==> config.mk <==
export PLATFORM = sky130hd
export DESIGN_NAME = square_transposition_decode
export DESIGN_NICKNAME = d
export VERILOG_FILES = /design/src/sv/sqtd_pkg.sv /design/src/sv/sqtd_grid_mem.sv /design/src/sv/sqtd_queue.sv /design/src/sv/sqtd_front.sv /design/src/sv/sqtd_back.sv /design/src/sv/square_transposition_decode.sv
export SDC_FILE = /design/constraint.sdc
export NUM_CORES = 2
export LEC_CHECK = 0
export ABC_AREA = 1
export BUFFER_PORTS_ARGS = -buffer_cell sky130_fd_sc_hd__buf_2
export CAP_MARGIN = 0
export CORE_AREA = 2 2 468 470
export DETAILED_ROUTE_END_ITERATION = 7
export DIE_AREA = 0 0 470 472
export HOLD_SLACK_MARGIN = 0.12
export PLACE_DENSITY_LB_ADDON = 0.12
export SLEW_MARGIN = 20
export SYNTH_ARGS = -nofsm -noshare
export SYNTH_HDL_FRONTEND = slang
export SYNTH_SLANG_ARGS = --single-unit
==> constraint.sdc <==
create_clock -name i_clk -period 7.1 [get_ports i_clk]
set_clock_uncertainty 0.15 [all_clocks]
set_input_delay 0.71 -clock i_clk [delete_from_list [all_inputs] [get_ports i_clk]]
set_output_delay 0.71 -clock i_clk [all_outputs]
set_load 0.1 [all_outputs]
==> src/sv/sqtd_pkg.sv <==
// Shared types and constants for the square transposition decoder.
package sqtd_pkg;

    // Field widths fixed by the interface
    localparam int BYTE_W    = 8;
    localparam int SIDE_CFG_W = 5;
    localparam int CFG_IDX_W = 2;

    // Configuration register indexes
    localparam logic [CFG_IDX_W-1:0] CFG_SIDE      = 2'd0;
    localparam logic [CFG_IDX_W-1:0] CFG_FILLER    = 2'd1;
    localparam logic [CFG_IDX_W-1:0] CFG_SEPARATOR = 2'd2;

    // Configuration reset values
    localparam logic [SIDE_CFG_W-1:0] SIDE_RST      = 5'd16;
    localparam logic [BYTE_W-1:0]     FILLER_RST    = 8'd42;
    localparam logic [BYTE_W-1:0]     SEPARATOR_RST = 8'd32;

    // Row job queue depth
    localparam int Q_DEPTH = 2;

    // Back end sequencer states
    typedef enum logic [1:0] {
        BK_IDLE,
        BK_READ,
        BK_CHECK,
        BK_SEP
    } t_back_state;

endpackage

==> src/sv/sqtd_grid_mem.sv <==
// Grid store: one write port, one registered read port.
module sqtd_grid_mem
    import sqtd_pkg::*;
#(
    parameter int DEPTH = 256,
    parameter int AW    = 8
) (
    input  logic              i_clk,
    input  logic              i_we,
    input  logic [AW-1:0]     i_wr_addr,
    input  logic [BYTE_W-1:0] i_wr_data,
    input  logic              i_re,
    input  logic [AW-1:0]     i_rd_addr,
    output logic [BYTE_W-1:0] o_rd_data
);

    logic [BYTE_W-1:0] r_mem [DEPTH];
    logic [BYTE_W-1:0] r_rd_data;

    // Write incoming bytes
    always_ff @(posedge i_clk) begin
        if (i_we) begin
            r_mem[i_wr_addr] <= i_wr_data;
        end
    end

    // Read on request, hold otherwise
    always_ff @(posedge i_clk) begin
        if (i_re) begin
            r_rd_data <= r_mem[i_rd_addr];
        end
    end

    assign o_rd_data = r_rd_data;

endmodule

==> src/sv/sqtd_queue.sv <==
// Short FIFO of row jobs between the front and back ends.
module sqtd_queue
    import sqtd_pkg::*;
#(
    parameter int W = 6
) (
    input  logic         i_clk,
    input  logic         i_rst_n,
    input  logic         i_push,
    input  logic [W-1:0] i_data,
    input  logic         i_pop,
    output logic [W-1:0] o_data,
    output logic         o_empty,
    output logic         o_full
);

    localparam int PW = (Q_DEPTH > 1) ? $clog2(Q_DEPTH) : 1;
    localparam int CNTW = $clog2(Q_DEPTH + 1);

    logic [W-1:0]    r_slot [Q_DEPTH];
    logic [PW-1:0]   r_wr_ptr, n_wr_ptr;
    logic [PW-1:0]   r_rd_ptr, n_rd_ptr;
    logic [CNTW-1:0] r_cnt, n_cnt;
    logic            push_ok;
    logic            pop_ok;

    assign o_empty = (r_cnt == '0);
    assign o_full  = (r_cnt == CNTW'(Q_DEPTH));
    assign o_data  = r_slot[r_rd_ptr];
    assign push_ok = i_push && !o_full;
    assign pop_ok  = i_pop && !o_empty;

    // Advance pointers with wrap
    always_comb begin
        n_wr_ptr = r_wr_ptr;
        n_rd_ptr = r_rd_ptr;
        n_cnt    = r_cnt;
        if (push_ok) begin
            n_wr_ptr = (r_wr_ptr == PW'(Q_DEPTH - 1)) ? '0 : r_wr_ptr + 1'b1;
        end
        if (pop_ok) begin
            n_rd_ptr = (r_rd_ptr == PW'(Q_DEPTH - 1)) ? '0 : r_rd_ptr + 1'b1;
        end
        if (push_ok && !pop_ok) begin
            n_cnt = r_cnt + 1'b1;
        end else if (pop_ok && !push_ok) begin
            n_cnt = r_cnt - 1'b1;
        end
    end

    always_ff @(posedge i_clk) begin
        if (!i_rst_n) begin
            r_wr_ptr <= '0;
            r_rd_ptr <= '0;
            r_cnt    <= '0;
        end else begin
            r_wr_ptr <= n_wr_ptr;
            r_rd_ptr <= n_rd_ptr;
            r_cnt    <= n_cnt;
        end
    end

    // Store pushed job
    always_ff @(posedge i_clk) begin
        if (push_ok) begin
            r_slot[r_wr_ptr] <= i_data;
        end
    end

endmodule

==> src/sv/sqtd_front.sv <==
// Front end: accepts cipher bytes, writes the grid and queues row jobs.
module sqtd_front
    import sqtd_pkg::*;
#(
    parameter int SW = 5,
    parameter int CW = 9,
    parameter int AW = 8
) (
    input  logic              i_clk,
    input  logic              i_rst_n,
    input  logic              i_valid,
    output logic              o_stall,
    input  logic [BYTE_W-1:0] i_cipher_byte,
    input  logic [SW-1:0]     i_side,
    input  logic [CW-1:0]     i_total,
    input  logic [CW-1:0]     i_first_last,
    input  logic              i_q_full,
    input  logic              i_pending,
    output logic              o_mem_we,
    output logic [AW-1:0]     o_mem_addr,
    output logic [BYTE_W-1:0] o_mem_data,
    output logic              o_push,
    output logic [SW:0]       o_job
);

    logic [CW-1:0] r_count, n_count;
    logic [CW-1:0] pos;
    logic [CW-1:0] pos_inc;
    logic [CW-1:0] row_full;
    logic [SW-1:0] row;
    logic          accept;
    logic          is_row_end;

    // Restart the message when the count has run past the grid
    assign pos        = (r_count >= i_total) ? '0 : r_count;
    assign pos_inc    = pos + 1'b1;
    assign is_row_end = (pos >= i_first_last);
    assign row_full   = pos - i_first_last;
    assign row        = row_full[SW-1:0];

    // Stall on a full queue, or on pending runs up to first_last
    assign o_stall = i_q_full || (i_pending && (pos <= i_first_last));
    assign accept  = i_valid && !o_stall;

    // Write the byte at its arrival position
    assign o_mem_we   = accept;
    assign o_mem_addr = pos[AW-1:0];
    assign o_mem_data = i_cipher_byte;

    // Queue a row job for each last-column byte
    assign o_push = accept && is_row_end;
    assign o_job  = {(row == i_side - 1'b1), row};

    always_comb begin
        n_count = r_count;
        if (accept) begin
            n_count = (pos_inc >= i_total) ? '0 : pos_inc;
        end
    end

    always_ff @(posedge i_clk) begin
        if (!i_rst_n) begin
            r_count <= '0;
        end else begin
            r_count <= n_count;
        end
    end

endmodule

==> src/sv/sqtd_back.sv <==
// Back end: walks one row down the grid columns and emits its run.
module sqtd_back
    import sqtd_pkg::*;
#(
    parameter int SW = 5,
    parameter int AW = 8
) (
    input  logic              i_clk,
    input  logic              i_rst_n,
    input  logic [SW-1:0]     i_side,
    input  logic [BYTE_W-1:0] i_filler,
    input  logic [BYTE_W-1:0] i_separator,
    input  logic              i_q_empty,
    input  logic [SW:0]       i_job,
    output logic              o_pop,
    output logic              o_busy,
    output logic              o_mem_re,
    output logic [AW-1:0]     o_mem_addr,
    input  logic [BYTE_W-1:0] i_mem_data,
    output logic              o_valid,
    input  logic              i_stall,
    output logic [BYTE_W-1:0] o_plain_byte,
    output logic              o_run_last,
    output logic              o_message_end
);

    t_back_state r_state, n_state;
    logic [SW-1:0]     r_col, n_col;
    logic [AW-1:0]     r_addr, n_addr;
    logic              r_final, n_final;
    logic              r_out_valid, n_out_valid;
    logic [BYTE_W-1:0] r_out_byte, n_out_byte;
    logic              r_out_last, n_out_last;
    logic              r_out_end, n_out_end;
    logic              out_free;
    logic              last_col;

    assign out_free = !r_out_valid || !i_stall;
    assign last_col = (r_col == i_side - 1'b1);

    assign o_busy        = (r_state != BK_IDLE);
    assign o_mem_addr    = r_addr;
    assign o_valid       = r_out_valid;
    assign o_plain_byte  = r_out_byte;
    assign o_run_last    = r_out_last;
    assign o_message_end = r_out_end;

    // Sequence reads and load the output register
    always_comb begin
        n_state     = r_state;
        n_col       = r_col;
        n_addr      = r_addr;
        n_final     = r_final;
        n_out_valid = r_out_valid && i_stall;
        n_out_byte  = r_out_byte;
        n_out_last  = r_out_last;
        n_out_end   = r_out_end;
        o_pop       = 1'b0;
        o_mem_re    = 1'b0;
        case (r_state)
            BK_IDLE: begin
                if (!i_q_empty) begin
                    o_pop   = 1'b1;
                    n_col   = '0;
                    n_addr  = AW'(i_job[SW-1:0]);
                    n_final = i_job[SW];
                    n_state = BK_READ;
                end
            end
            BK_READ: begin
                o_mem_re = 1'b1;
                n_state  = BK_CHECK;
            end
            BK_CHECK: begin
                if (i_mem_data == i_filler || out_free) begin
                    if (i_mem_data != i_filler) begin
                        n_out_valid = 1'b1;
                        n_out_byte  = i_mem_data;
                        n_out_last  = 1'b0;
                        n_out_end   = 1'b0;
                    end
                    if (last_col) begin
                        n_state = BK_SEP;
                    end else begin
                        n_col   = r_col + 1'b1;
                        n_addr  = r_addr + AW'(i_side);
                        n_state = BK_READ;
                    end
                end
            end
            BK_SEP: begin
                if (out_free) begin
                    n_out_valid = 1'b1;
                    n_out_byte  = i_separator;
                    n_out_last  = 1'b1;
                    n_out_end   = r_final;
                    n_state     = BK_IDLE;
                end
            end
            default: begin
                n_state = BK_IDLE;
            end
        endcase
    end

    always_ff @(posedge i_clk) begin
        if (!i_rst_n) begin
            r_state     <= BK_IDLE;
            r_out_valid <= 1'b0;
        end else begin
            r_state     <= n_state;
            r_out_valid <= n_out_valid;
        end
    end

    always_ff @(posedge i_clk) begin
        r_col      <= n_col;
        r_addr     <= n_addr;
        r_final    <= n_final;
        r_out_byte <= n_out_byte;
        r_out_last <= n_out_last;
        r_out_end  <= n_out_end;
    end

endmodule

==> src/sv/square_transposition_decode.sv <==
// Top level of the square transposition decoder.
// A message of side*side bytes enters one byte per request and is stored in
// a grid RAM at its arrival position; each of the last side bytes releases
// one plaintext row, read down the columns, fillers dropped, closed by the
// separator with run_last set (and message_end on the final row). A byte is
// accepted unless the two-entry row job queue is full, or a row run
// is still pending and the byte is not one of the last column after the
// first; so the first byte of a new message, and the first last-column byte,
// wait until all runs already queued have left the RAM. A row run takes its
// job from the queue, then for each column does one grid RAM read and checks
// its registered data against the filler, and ends with the separator; a
// stalled output holds it on each byte that is not a filler and on the
// separator. The grid RAM has no clearing pass after reset. Write side,
// filler and separator only while the block is idle.
module square_transposition_decode
    import sqtd_pkg::*;
#(
    parameter int MAX_SIDE = 16
) (
    input  logic                  i_clk,
    input  logic                  i_rst_n,
    input  logic                  i_cfg_we,
    input  logic [CFG_IDX_W-1:0]  i_cfg_index,
    input  logic [BYTE_W-1:0]     i_cfg_data,
    input  logic                  i_valid,
    output logic                  o_stall,
    input  logic [BYTE_W-1:0]     i_cipher_byte,
    output logic                  o_valid,
    input  logic                  i_stall,
    output logic [BYTE_W-1:0]     o_plain_byte,
    output logic                  o_run_last,
    output logic                  o_message_end
);

    localparam int DEPTH = MAX_SIDE * MAX_SIDE;
    localparam int AW    = (DEPTH > 1) ? $clog2(DEPTH) : 1;
    localparam int CW    = $clog2(DEPTH + 1);
    localparam int SW    = $clog2(MAX_SIDE + 1);

    logic [SIDE_CFG_W-1:0] r_side;
    logic [BYTE_W-1:0]     r_filler;
    logic [BYTE_W-1:0]     r_separator;
    logic [SW-1:0]         side_eff;
    logic [2*SW-1:0]       side_sq;
    logic [CW-1:0]         total;
    logic [CW-1:0]         first_last;

    logic                  q_push;
    logic                  q_pop;
    logic                  q_empty;
    logic                  q_full;
    logic [SW:0]           q_in;
    logic [SW:0]           q_out;
    logic                  back_busy;
    logic                  pending;

    logic                  mem_we;
    logic [AW-1:0]         mem_wr_addr;
    logic [BYTE_W-1:0]     mem_wr_data;
    logic                  mem_re;
    logic [AW-1:0]         mem_rd_addr;
    logic [BYTE_W-1:0]     mem_rd_data;

    // Write configuration registers
    always_ff @(posedge i_clk) begin
        if (!i_rst_n) begin
            r_side      <= SIDE_RST;
            r_filler    <= FILLER_RST;
            r_separator <= SEPARATOR_RST;
        end else if (i_cfg_we) begin
            case (i_cfg_index)
                CFG_SIDE:      r_side      <= i_cfg_data[SIDE_CFG_W-1:0];
                CFG_FILLER:    r_filler    <= i_cfg_data;
                CFG_SEPARATOR: r_separator <= i_cfg_data;
                default: begin
                end
            endcase
        end
    end

    // Clamp the side into 1..MAX_SIDE and derive the grid geometry
    always_comb begin
        if (r_side == '0) begin
            side_eff = SW'(1);
        end else if (32'(r_side) > MAX_SIDE) begin
            side_eff = SW'(MAX_SIDE);
        end else begin
            side_eff = SW'(r_side);
        end
    end

    assign side_sq    = side_eff * side_eff;
    assign total      = CW'(side_sq);
    assign first_last = total - CW'(side_eff);
    assign pending    = !q_empty || back_busy;

    sqtd_front #(
        .SW (SW),
        .CW (CW),
        .AW (AW)
    ) u_front (
        .i_clk         (i_clk),
        .i_rst_n       (i_rst_n),
        .i_valid       (i_valid),
        .o_stall       (o_stall),
        .i_cipher_byte (i_cipher_byte),
        .i_side        (side_eff),
        .i_total       (total),
        .i_first_last  (first_last),
        .i_q_full      (q_full),
        .i_pending     (pending),
        .o_mem_we      (mem_we),
        .o_mem_addr    (mem_wr_addr),
        .o_mem_data    (mem_wr_data),
        .o_push        (q_push),
        .o_job         (q_in)
    );

    sqtd_queue #(
        .W (SW + 1)
    ) u_queue (
        .i_clk   (i_clk),
        .i_rst_n (i_rst_n),
        .i_push  (q_push),
        .i_data  (q_in),
        .i_pop   (q_pop),
        .o_data  (q_out),
        .o_empty (q_empty),
        .o_full  (q_full)
    );

    sqtd_grid_mem #(
        .DEPTH (DEPTH),
        .AW    (AW)
    ) u_grid (
        .i_clk     (i_clk),
        .i_we      (mem_we),
        .i_wr_addr (mem_wr_addr),
        .i_wr_data (mem_wr_data),
        .i_re      (mem_re),
        .i_rd_addr (mem_rd_addr),
        .o_rd_data (mem_rd_data)
    );

    sqtd_back #(
        .SW (SW),
        .AW (AW)
    ) u_back (
        .i_clk         (i_clk),
        .i_rst_n       (i_rst_n),
        .i_side        (side_eff),
        .i_filler      (r_filler),
        .i_separator   (r_separator),
        .i_q_empty     (q_empty),
        .i_job         (q_out),
        .o_pop         (q_pop),
        .o_busy        (back_busy),
        .o_mem_re      (mem_re),
        .o_mem_addr    (mem_rd_addr),
        .i_mem_data    (mem_rd_data),
        .o_valid       (o_valid),
        .i_stall       (i_stall),
        .o_plain_byte  (o_plain_byte),
        .o_run_last    (o_run_last),
        .o_message_end (o_message_end)
    );

    // Never push a row job into a full queue
    a_no_overflow: assert property (@(posedge i_clk) disable iff (!i_rst_n)
        !(q_push && q_full))
        else $error("row job pushed into full queue");

    // The message end mark rides only on a separator
    a_end_on_sep: assert property (@(posedge i_clk) disable iff (!i_rst_n)
        (o_valid && o_message_end) |-> o_run_last)
        else $error("message end without run end");

    // A decoded byte is never the filler
    a_no_filler: assert property (@(posedge i_clk) disable iff (!i_rst_n)
        (o_valid && !o_run_last) |-> (o_plain_byte != r_filler))
        else $error("filler byte emitted");

    // A grid write never hits the address read in the same cycle
    a_no_read_clash: assert property (@(posedge i_clk) disable iff (!i_rst_n)
        (mem_we && mem_re) |-> (mem_wr_addr != mem_rd_addr))
        else $error("grid write hits the row being read");

endmodule
After elaboration in Yosys (flattened, before gate mapping)
Memory sizes are Yosys's and may differ from the RTL's. A register that Yosys moved wholly into a read port is not among the register bits.
Index checks and enable logic that the tools add are counted.
{"block": "word_totals", "ramBits": 2060, "reg_bits": 61, "elab_cells": 127, "output_inout_bits": 12, "inputBits": 23, "n_memories": 2}
{"block": "op_classes", "n_reduce_logical": 34, "addsub": 10, "order_cmp": 5, "n_mul": 1, "n_bitwise": 1, "n_eq_ne": 15, "n_mux": 44}
{"name": "u_grid.r_mem", "words": 256, "word_bits": 8, "rd": 1, "rd_clocked_by_memory_dff": 1, "wr": 1, "line": "sqtd_grid_mem.sv:17", "text": "logic [BYTE_W-1:0] r_mem [DEPTH];"}
{"name": "u_queue.r_slot", "words": 2, "word_bits": 6, "rd": 1, "rd_clocked_by_memory_dff": 1, "wr": 1, "line": "sqtd_queue.sv:20", "text": "logic [W-1:0] r_slot [Q_DEPTH];"}
{"op": "8-bit 2-to-1 mux", "count": 6}
{"op": "8-bit case mux with 2 select lines", "count": 2}
{"op": "9-bit greater-or-equal comparator", "count": 3}
{"op": "5-bit 2-to-1 mux", "count": 5}
{"op": "1-bit 2-to-1 mux", "count": 18}
{"op": "9-bit 2-to-1 mux", "count": 2}
{"op": "2-bit 2-to-1 mux", "count": 6}
{"op": "5-bit == test", "count": 2}
{"op": "5-bit case mux with 2 select lines", "count": 1}
{"op": "9-bit by 1-bit adder with 9-bit output (second input constant)", "count": 1}
{"op": "9-bit <= comparator", "count": 1}
{"op": "5-bit by 5-bit multiplier with 9-bit output", "count": 1}
{"op": "9-bit by 5-bit subtractor with 9-bit output", "count": 1}
{"op": "8-bit by 5-bit adder with 8-bit output", "count": 1}
{"op": "2-bit == test (second input constant)", "count": 4}
{"op": "8-bit == test", "count": 1}
{"op": "1-bit logical AND", "count": 8}
{"op": "8-bit != test", "count": 1}
{"op": "2-bit case mux with 4 select lines", "count": 1}
{"op": "2-bit AND reduction", "count": 4}
{"op": "4-bit AND reduction", "count": 2}
{"op": "2-bit nonzero test", "count": 4}
{"op": "1-bit zero test", "count": 7}
{"op": "2-bit zero test", "count": 3}
{"op": "other kinds (15)", "count": 25}

Longest topological paths before layout
{"block": "logic_depth", "ltp_word": 17, "mapped_depth": 43}

By module
From an unflattened synthesis, not the netlist that was laid out.
{"block": "unflattened", "hier_cells": 7772, "area_unflattened_um2": 89085.4}
{"module": "sqtd_grid_mem", "area_each_um2": 83476.3, "n_inst": 1, "cells_per_inst": 7003}
{"module": "sqtd_back", "area_each_um2": 1704.1, "n_inst": 1, "cells_per_inst": 222}
{"module": "sqtd_front", "area_each_um2": 1660.3, "n_inst": 1, "cells_per_inst": 267}
{"module": "square_transposition_decode", "area_each_um2": 1564.0, "n_inst": 1, "cells_per_inst": 223}
{"module": "sqtd_queue", "area_each_um2": 680.7, "n_inst": 1, "cells_per_inst": 57}

Least setup slack after synthesis
No wires, ideal clock.
{"block": "synth_timing", "kind": "flip-flop to flip-flop", "start": "register r_side[4]", "end": "memory u_grid.r_mem[107][0], enable pin", "path_stages_with_launch": 42, "setup_time_ps": 370, "n_path_buf": 2, "path_slack_ps": -451, "arrival_time_ps": 7031, "path_cell_list": "dfxtp_1 > nor2_1 > inv_1 > nor2_1 > fa_1 > inv_1 > fa_1 > inv_1 > fa_1 > ha_1 > nand2_1 > nand2_1 > a31o_2 > xnor2_1 > ha_1 > nand2_1 > nor2_1 > a31oi_1 > [... 6 more ...] > inv_1 > ha_1 > inv_1 > o21ai_1 > nand2_1 > nand2_1 > a21oi_1 > o21ai_1 > a21oi_1 > o21bai_1 > nand2_1 > nand2_2 > nand3_2 > inv_2 > buf_8 > nand4_4 > buf_2 > nor2_1"}
{"block": "synth_via", "elab_chain_len": 13}
{"item": "start: declaration", "line": "square_transposition_decode.sv:40", "text": "logic [SIDE_CFG_W-1:0] r_side;"}
{"item": "start signal: assignment", "line": "square_transposition_decode.sv:72", "text": "CFG_SIDE: r_side <= i_cfg_data[SIDE_CFG_W-1:0];"}
{"item": "5-bit greater-than comparator", "line": "square_transposition_decode.sv:85", "text": "end else if (32'(r_side) > MAX_SIDE) begin"}
{"item": "5-bit 2-to-1 mux", "line": "square_transposition_decode.sv:85"}
{"item": "5-bit 2-to-1 mux (*)", "line": "square_transposition_decode.sv:83", "text": "if (r_side == '0) begin"}
{"item": "5-bit by 5-bit multiplier with 9-bit output", "line": "square_transposition_decode.sv:92", "text": "assign side_sq = side_eff * side_eff;"}
{"item": "9-bit greater-or-equal comparator", "line": "sqtd_front.sv:35", "text": "assign pos = (r_count >= i_total) ? '0 : r_count;"}
{"item": "9-bit 2-to-1 mux", "line": "sqtd_front.sv:35"}
{"item": "9-bit <= comparator", "line": "sqtd_front.sv:42", "text": "assign o_stall = i_q_full || (i_pending && (pos <= i_first_last));"}
{"item": "1-bit logical AND", "line": "sqtd_front.sv:42"}
{"item": "1-bit logical OR", "line": "sqtd_front.sv:42"}
{"item": "1-bit zero test", "line": "sqtd_front.sv:43", "text": "assign accept = i_valid && !o_stall;"}
{"item": "1-bit logical AND", "line": "sqtd_front.sv:43"}
{"item": "1-bit 2-to-1 mux", "line": "sqtd_grid_mem.sv:22", "text": "if (i_we) begin"}
{"item": "1-bit 2-to-1 mux (implied by the code)", "line": "sqtd_grid_mem.sv:23", "text": "r_mem[i_wr_addr] <= i_wr_data;"}
{"item": "end: declaration", "line": "sqtd_grid_mem.sv:17"}
Every way passes the cells marked *; elsewhere a longest branch is shown, timed or not.

Worst setup path after layout
{"block": "layout_timing", "start": "register r_side[1]", "end": "output port o_stall"}
{"block": "layout_via", "elab_chain_len": 9}
{"item": "5-bit greater-than comparator", "line": "square_transposition_decode.sv:85"}
{"item": "5-bit 2-to-1 mux", "line": "square_transposition_decode.sv:85"}
{"item": "5-bit 2-to-1 mux (*)", "line": "square_transposition_decode.sv:83"}
{"item": "5-bit by 5-bit multiplier with 9-bit output", "line": "square_transposition_decode.sv:92"}
{"item": "9-bit greater-or-equal comparator", "line": "sqtd_front.sv:35"}
{"item": "9-bit 2-to-1 mux", "line": "sqtd_front.sv:35"}
{"item": "9-bit <= comparator (*)", "line": "sqtd_front.sv:42"}
{"item": "1-bit logical AND (*)", "line": "sqtd_front.sv:42"}
{"item": "1-bit logical OR (*)", "line": "sqtd_front.sv:42"}
{"item": "end: declaration", "line": "square_transposition_decode.sv:26", "text": "output logic o_stall,"}
Marked as above.

==> flow_summary.yaml <==
cts:
  cts.sinks: 2130
  clk_latency_ns: 0.88
  numCtsBuffers: 223
  cts_root_buf: "clkbuf_16"
  tritoncts: "built"
  clk_pin_slew_ns: 0.06
  ctsLongestPathBuffers: 3
  h-tree-depth: 4
routing:
  drcViolationCount: 0
  drt_first_pass_iters: 6
  num_vias: 58230
  drt_iter0_drc: 6643
  wl_um: 278500
  wire_per_inst_um: 27.18
  avgViaCountPerCell: 5.684
  ant_nets: 0
critical_path:
  r2r_setup_slack_ns: 0.05
  crit_family: "adder cells"
  crit_path_end_kind: "output port"
  crit_type: "register to output port"
  crit_path_max_incr_delay_ns: 0.55
  crit_buf_inv: 8
  crit_arrival_ns: 6.48
  path_max_fanout: 6
  rr_endpoint: "u_grid.r_mem[252][1]"
  path_depth: 38
  rr_worst_depth: 45
  crit_path_start_kind: "register"
  startpoint: "r_side[1]"
  r2r_start: "r_side[1]"
  cp_slowest_cell: "fa_1"
  cp.required_ns: 6.24
  worstSetupEndpoint: "o_stall"
floorplan:
  dieHeight_um: 472
  std_cell_rows: 171
  coreArea_sq_mm: 0.2165
  die_w_um: 470
  dieArea_sq_mm: 0.2218
  io_pins: 35
  start_util_pct: 39.82
synth:
  ys_seq_elements: 2130
  synth_cell_types: 47
  synth-edff-count: 2092
  synthCells: 6917
  synth_area_sq_mm: 0.08621
  ys_seq_area_share_pct: 73.75
  avgSynthCellArea_sq_um: 12.46
  async_flop_share_pct: 0
  ys.flop_type: "edfxtp_1"
  yosys_warnings: 0
hold_path:
  hold_path.class: "input pin to register"
sta:
  clock.fmax_mhz: 136.3
  worst_slew_pin_slew_ns: 1.221
  rsz0062_at_grt: "yes"
  fin_crit_sh_pct: 103.4
  final_hold_viol_count: 0
  slew_violations: 0
  fin_crit_ns: 7.339
  slew_headroom_pct: 18.60
  finalSetupViolCount: 1
  finalWorstSetupSlack_ns: -0.2391
  holdWs_ns: 0.2132
layout:
  post-route-cell-area_sq_mm: 0.1016
  finalNetCount: 7275
  multi_input_area_sq_mm: 0.02127
  final_core_util_pct: 46.93
  area_growth_pct: 17.86
  drive_above_1_share_pct: 15.31
  n_fill_cell: 19440
  seqCellArea_sq_mm: 0.06359
  fin_cells: 10250
power_and_ir_drop:
  switching_share_pct: 39.34
  internal_power_w: 0.02476
  switchingPower_w: 0.01606
  ir_worst_vdd_mv: 0.3664
  power_density_mw_per_mm2: 401.8
  combPwrFrac_pct: 36.2
  clockPowerShare_pct: 28.8
  power_frac_seq_pct: 35.0
  leakagePower_nw: 33.15
place:
  post-dp-hpwl_um: 163900
  place_congestion: 0.8966
  dp.cells: 9789
  io_buffers: 34
  dpl_cell_area_sq_mm: 0.09316
  pre_cts_slack_ns: -0.06798
grt:
  grt_overflow: 0
  grt_pass1_wl_um: 398000
  grt_pass1_vias: 57460
  grt_max_degree: 178
  grtUsageTotal_pct: 24.29
  antenna_found_initial: 6
run_status:
  status: "complete, but fails checks"
  violations: "negative setup slack"
flow_run:
  drv_cap: 0
-- final cells by class --
cell class	count	area share, %
Antenna cell	4	0.009851
Clock buffer	269	5.683
Clock inverter	142	1.516
Inverter	103	0.4175
Multi-Input combinational cell	4194	20.93
Sequential cell	2130	62.58
Tap cell	2854	3.514
Timing Repair Buffer	549	5.348
-- worst register-to-register path, delay by kind of cell (launching register included) --
family / cells / cell delay (ns)
XOR/XNOR: 1 / 0.14
flip-flops: 1 / 0.32
AO/OA/AOI/OAI: 7 / 0.96
buffers and inverters: 13 / 1.29
adder cells (fa/ha/maj): 6 / 2.41
AND/OR/NAND/NOR: 18 / 1.45
-- how the worst min path moves through the flow --
stage | from | end | slack, ns | cells past startpoint
after floorplan | r_separator[0] | r_separator[0] | 0.27 | 2
after global placement | u_queue.r_rd_ptr | register | 0.28 | 1
after detailed placement | r_separator[1] | r_separator[1] | 0.29 | 2
after CTS | i_rst_n | r_filler[5] | 0.17 | 2
after global routing | i_rst_n | r_filler[5] | 0.19 | 2
final | i_cipher_byte[1] | u_grid.r_mem[208][1] | 0.21 | 1
-- power groups by stage --
stage	clock network (W)	registers, W	logic (W)
global route	0.0124	0.0143	0.0159
global placement	0	0.0145	0.0144
CTS	0.0120	0.0143	0.0145
finish	0.0118	0.0143	0.0148
floorplan	0	0.0145	0.00839
detailed placement	0	0.0145	0.0144
-- per-stage QoR --
stage	setup TNS [ns]	total power (W)
detailed placement	-1.000	0.02893
finish	-0.2391	0.04082
floorplan	-16.76	0.02288
global route	-281.29	0.04258
CTS	-1.449	0.04075
global placement	-25.49	0.02899
-- cells in the final DEF, fill, tap and decap left out, types with 45 or more instances in the layout --
master	synthesis	routed
a21oi_1	82	77
buf_12	0	80
buf_4	3	367
buf_6	6	45
clkbuf_1	408	45
clkbuf_16	0	229
clkinv_2	0	52
edfxtp_1	2092	2092
inv_1	96	86
nand2_1	317	308
nand3_1	127	126
nor2_1	1576	1392
nor2_2	3	126
nor2_4	1	62
o21ai_0	1290	1288
o22ai_1	618	618
-- synthesized netlist by cell type, types with 5 or more instances --
master	instances	share of area, %
a21oi_1	82	0.48
a31oi_1	7	0.051
buf_1	11	0.048
buf_2	64	0.37
buf_6	6	0.078
clkbuf_1	408	1.8
dfxtp_1	38	0.88
edfxtp_1	2092	73
fa_1	5	0.12
ha_1	46	0.67
inv_1	96	0.42
nand2_1	317	1.4
nand3_1	127	0.74
nand3_2	6	0.070
nand4_1	11	0.080
nand4_4	5	0.12
nor2_1	1576	6.9
nor3_1	17	0.099
o21ai_0	1290	7.5
o22ai_1	618	4.5
o32ai_1	11	0.11
xnor2_1	17	0.17
xor2_1	21	0.21
-- layer usage --
layer | up-vias | GRT usage [%] | share of wire, % | wire length [um]
met2 | 2219 | 39.03 | 47 | 130800
li1 | 26080 | - | - | -
met1 | 29540 | 34.04 | 43 | 120600
met5 | - | 0 | 0 | 0
met4 | 0 | 7.593 | 3.0 | 8462
met3 | 394 | 3.622 | 6.7 | 18610
-- kinds of logic after synthesis --
logic type	share of synthesized area, %
DFF	73.75
AOI/OAI and AO/OA	12.74
and+or+nand+nor	9.573
other	0.004350
buffers and inverters	2.766
adders and majority gates	0.7837
xor gates and xnor gates	0.3861
-- repair_timing --
item                                    in CTS  in global routing
gates resized for setup                     27                149
setup buffers                               15                 13
gates cloned                                 0                  5
hold buffers                                17                  0
endpoints found under the setup margin     246               1885
endpoints found under the hold margin       81                  0
pin swaps                                   15                 40
-- registers in the layout, indices dropped and copies added (netlist names), 8 cells and up, named ones only --
name,count
u_grid.r_mem,2048
u_queue.r_slot,12
u_front.r_count,9
r_filler,8
r_separator,8
u_back.o_mem_addr,8
u_back.o_plain_byte,8
u_grid.o_rd_data,8
No activity file was read; power rests on OpenSTA's default activity.
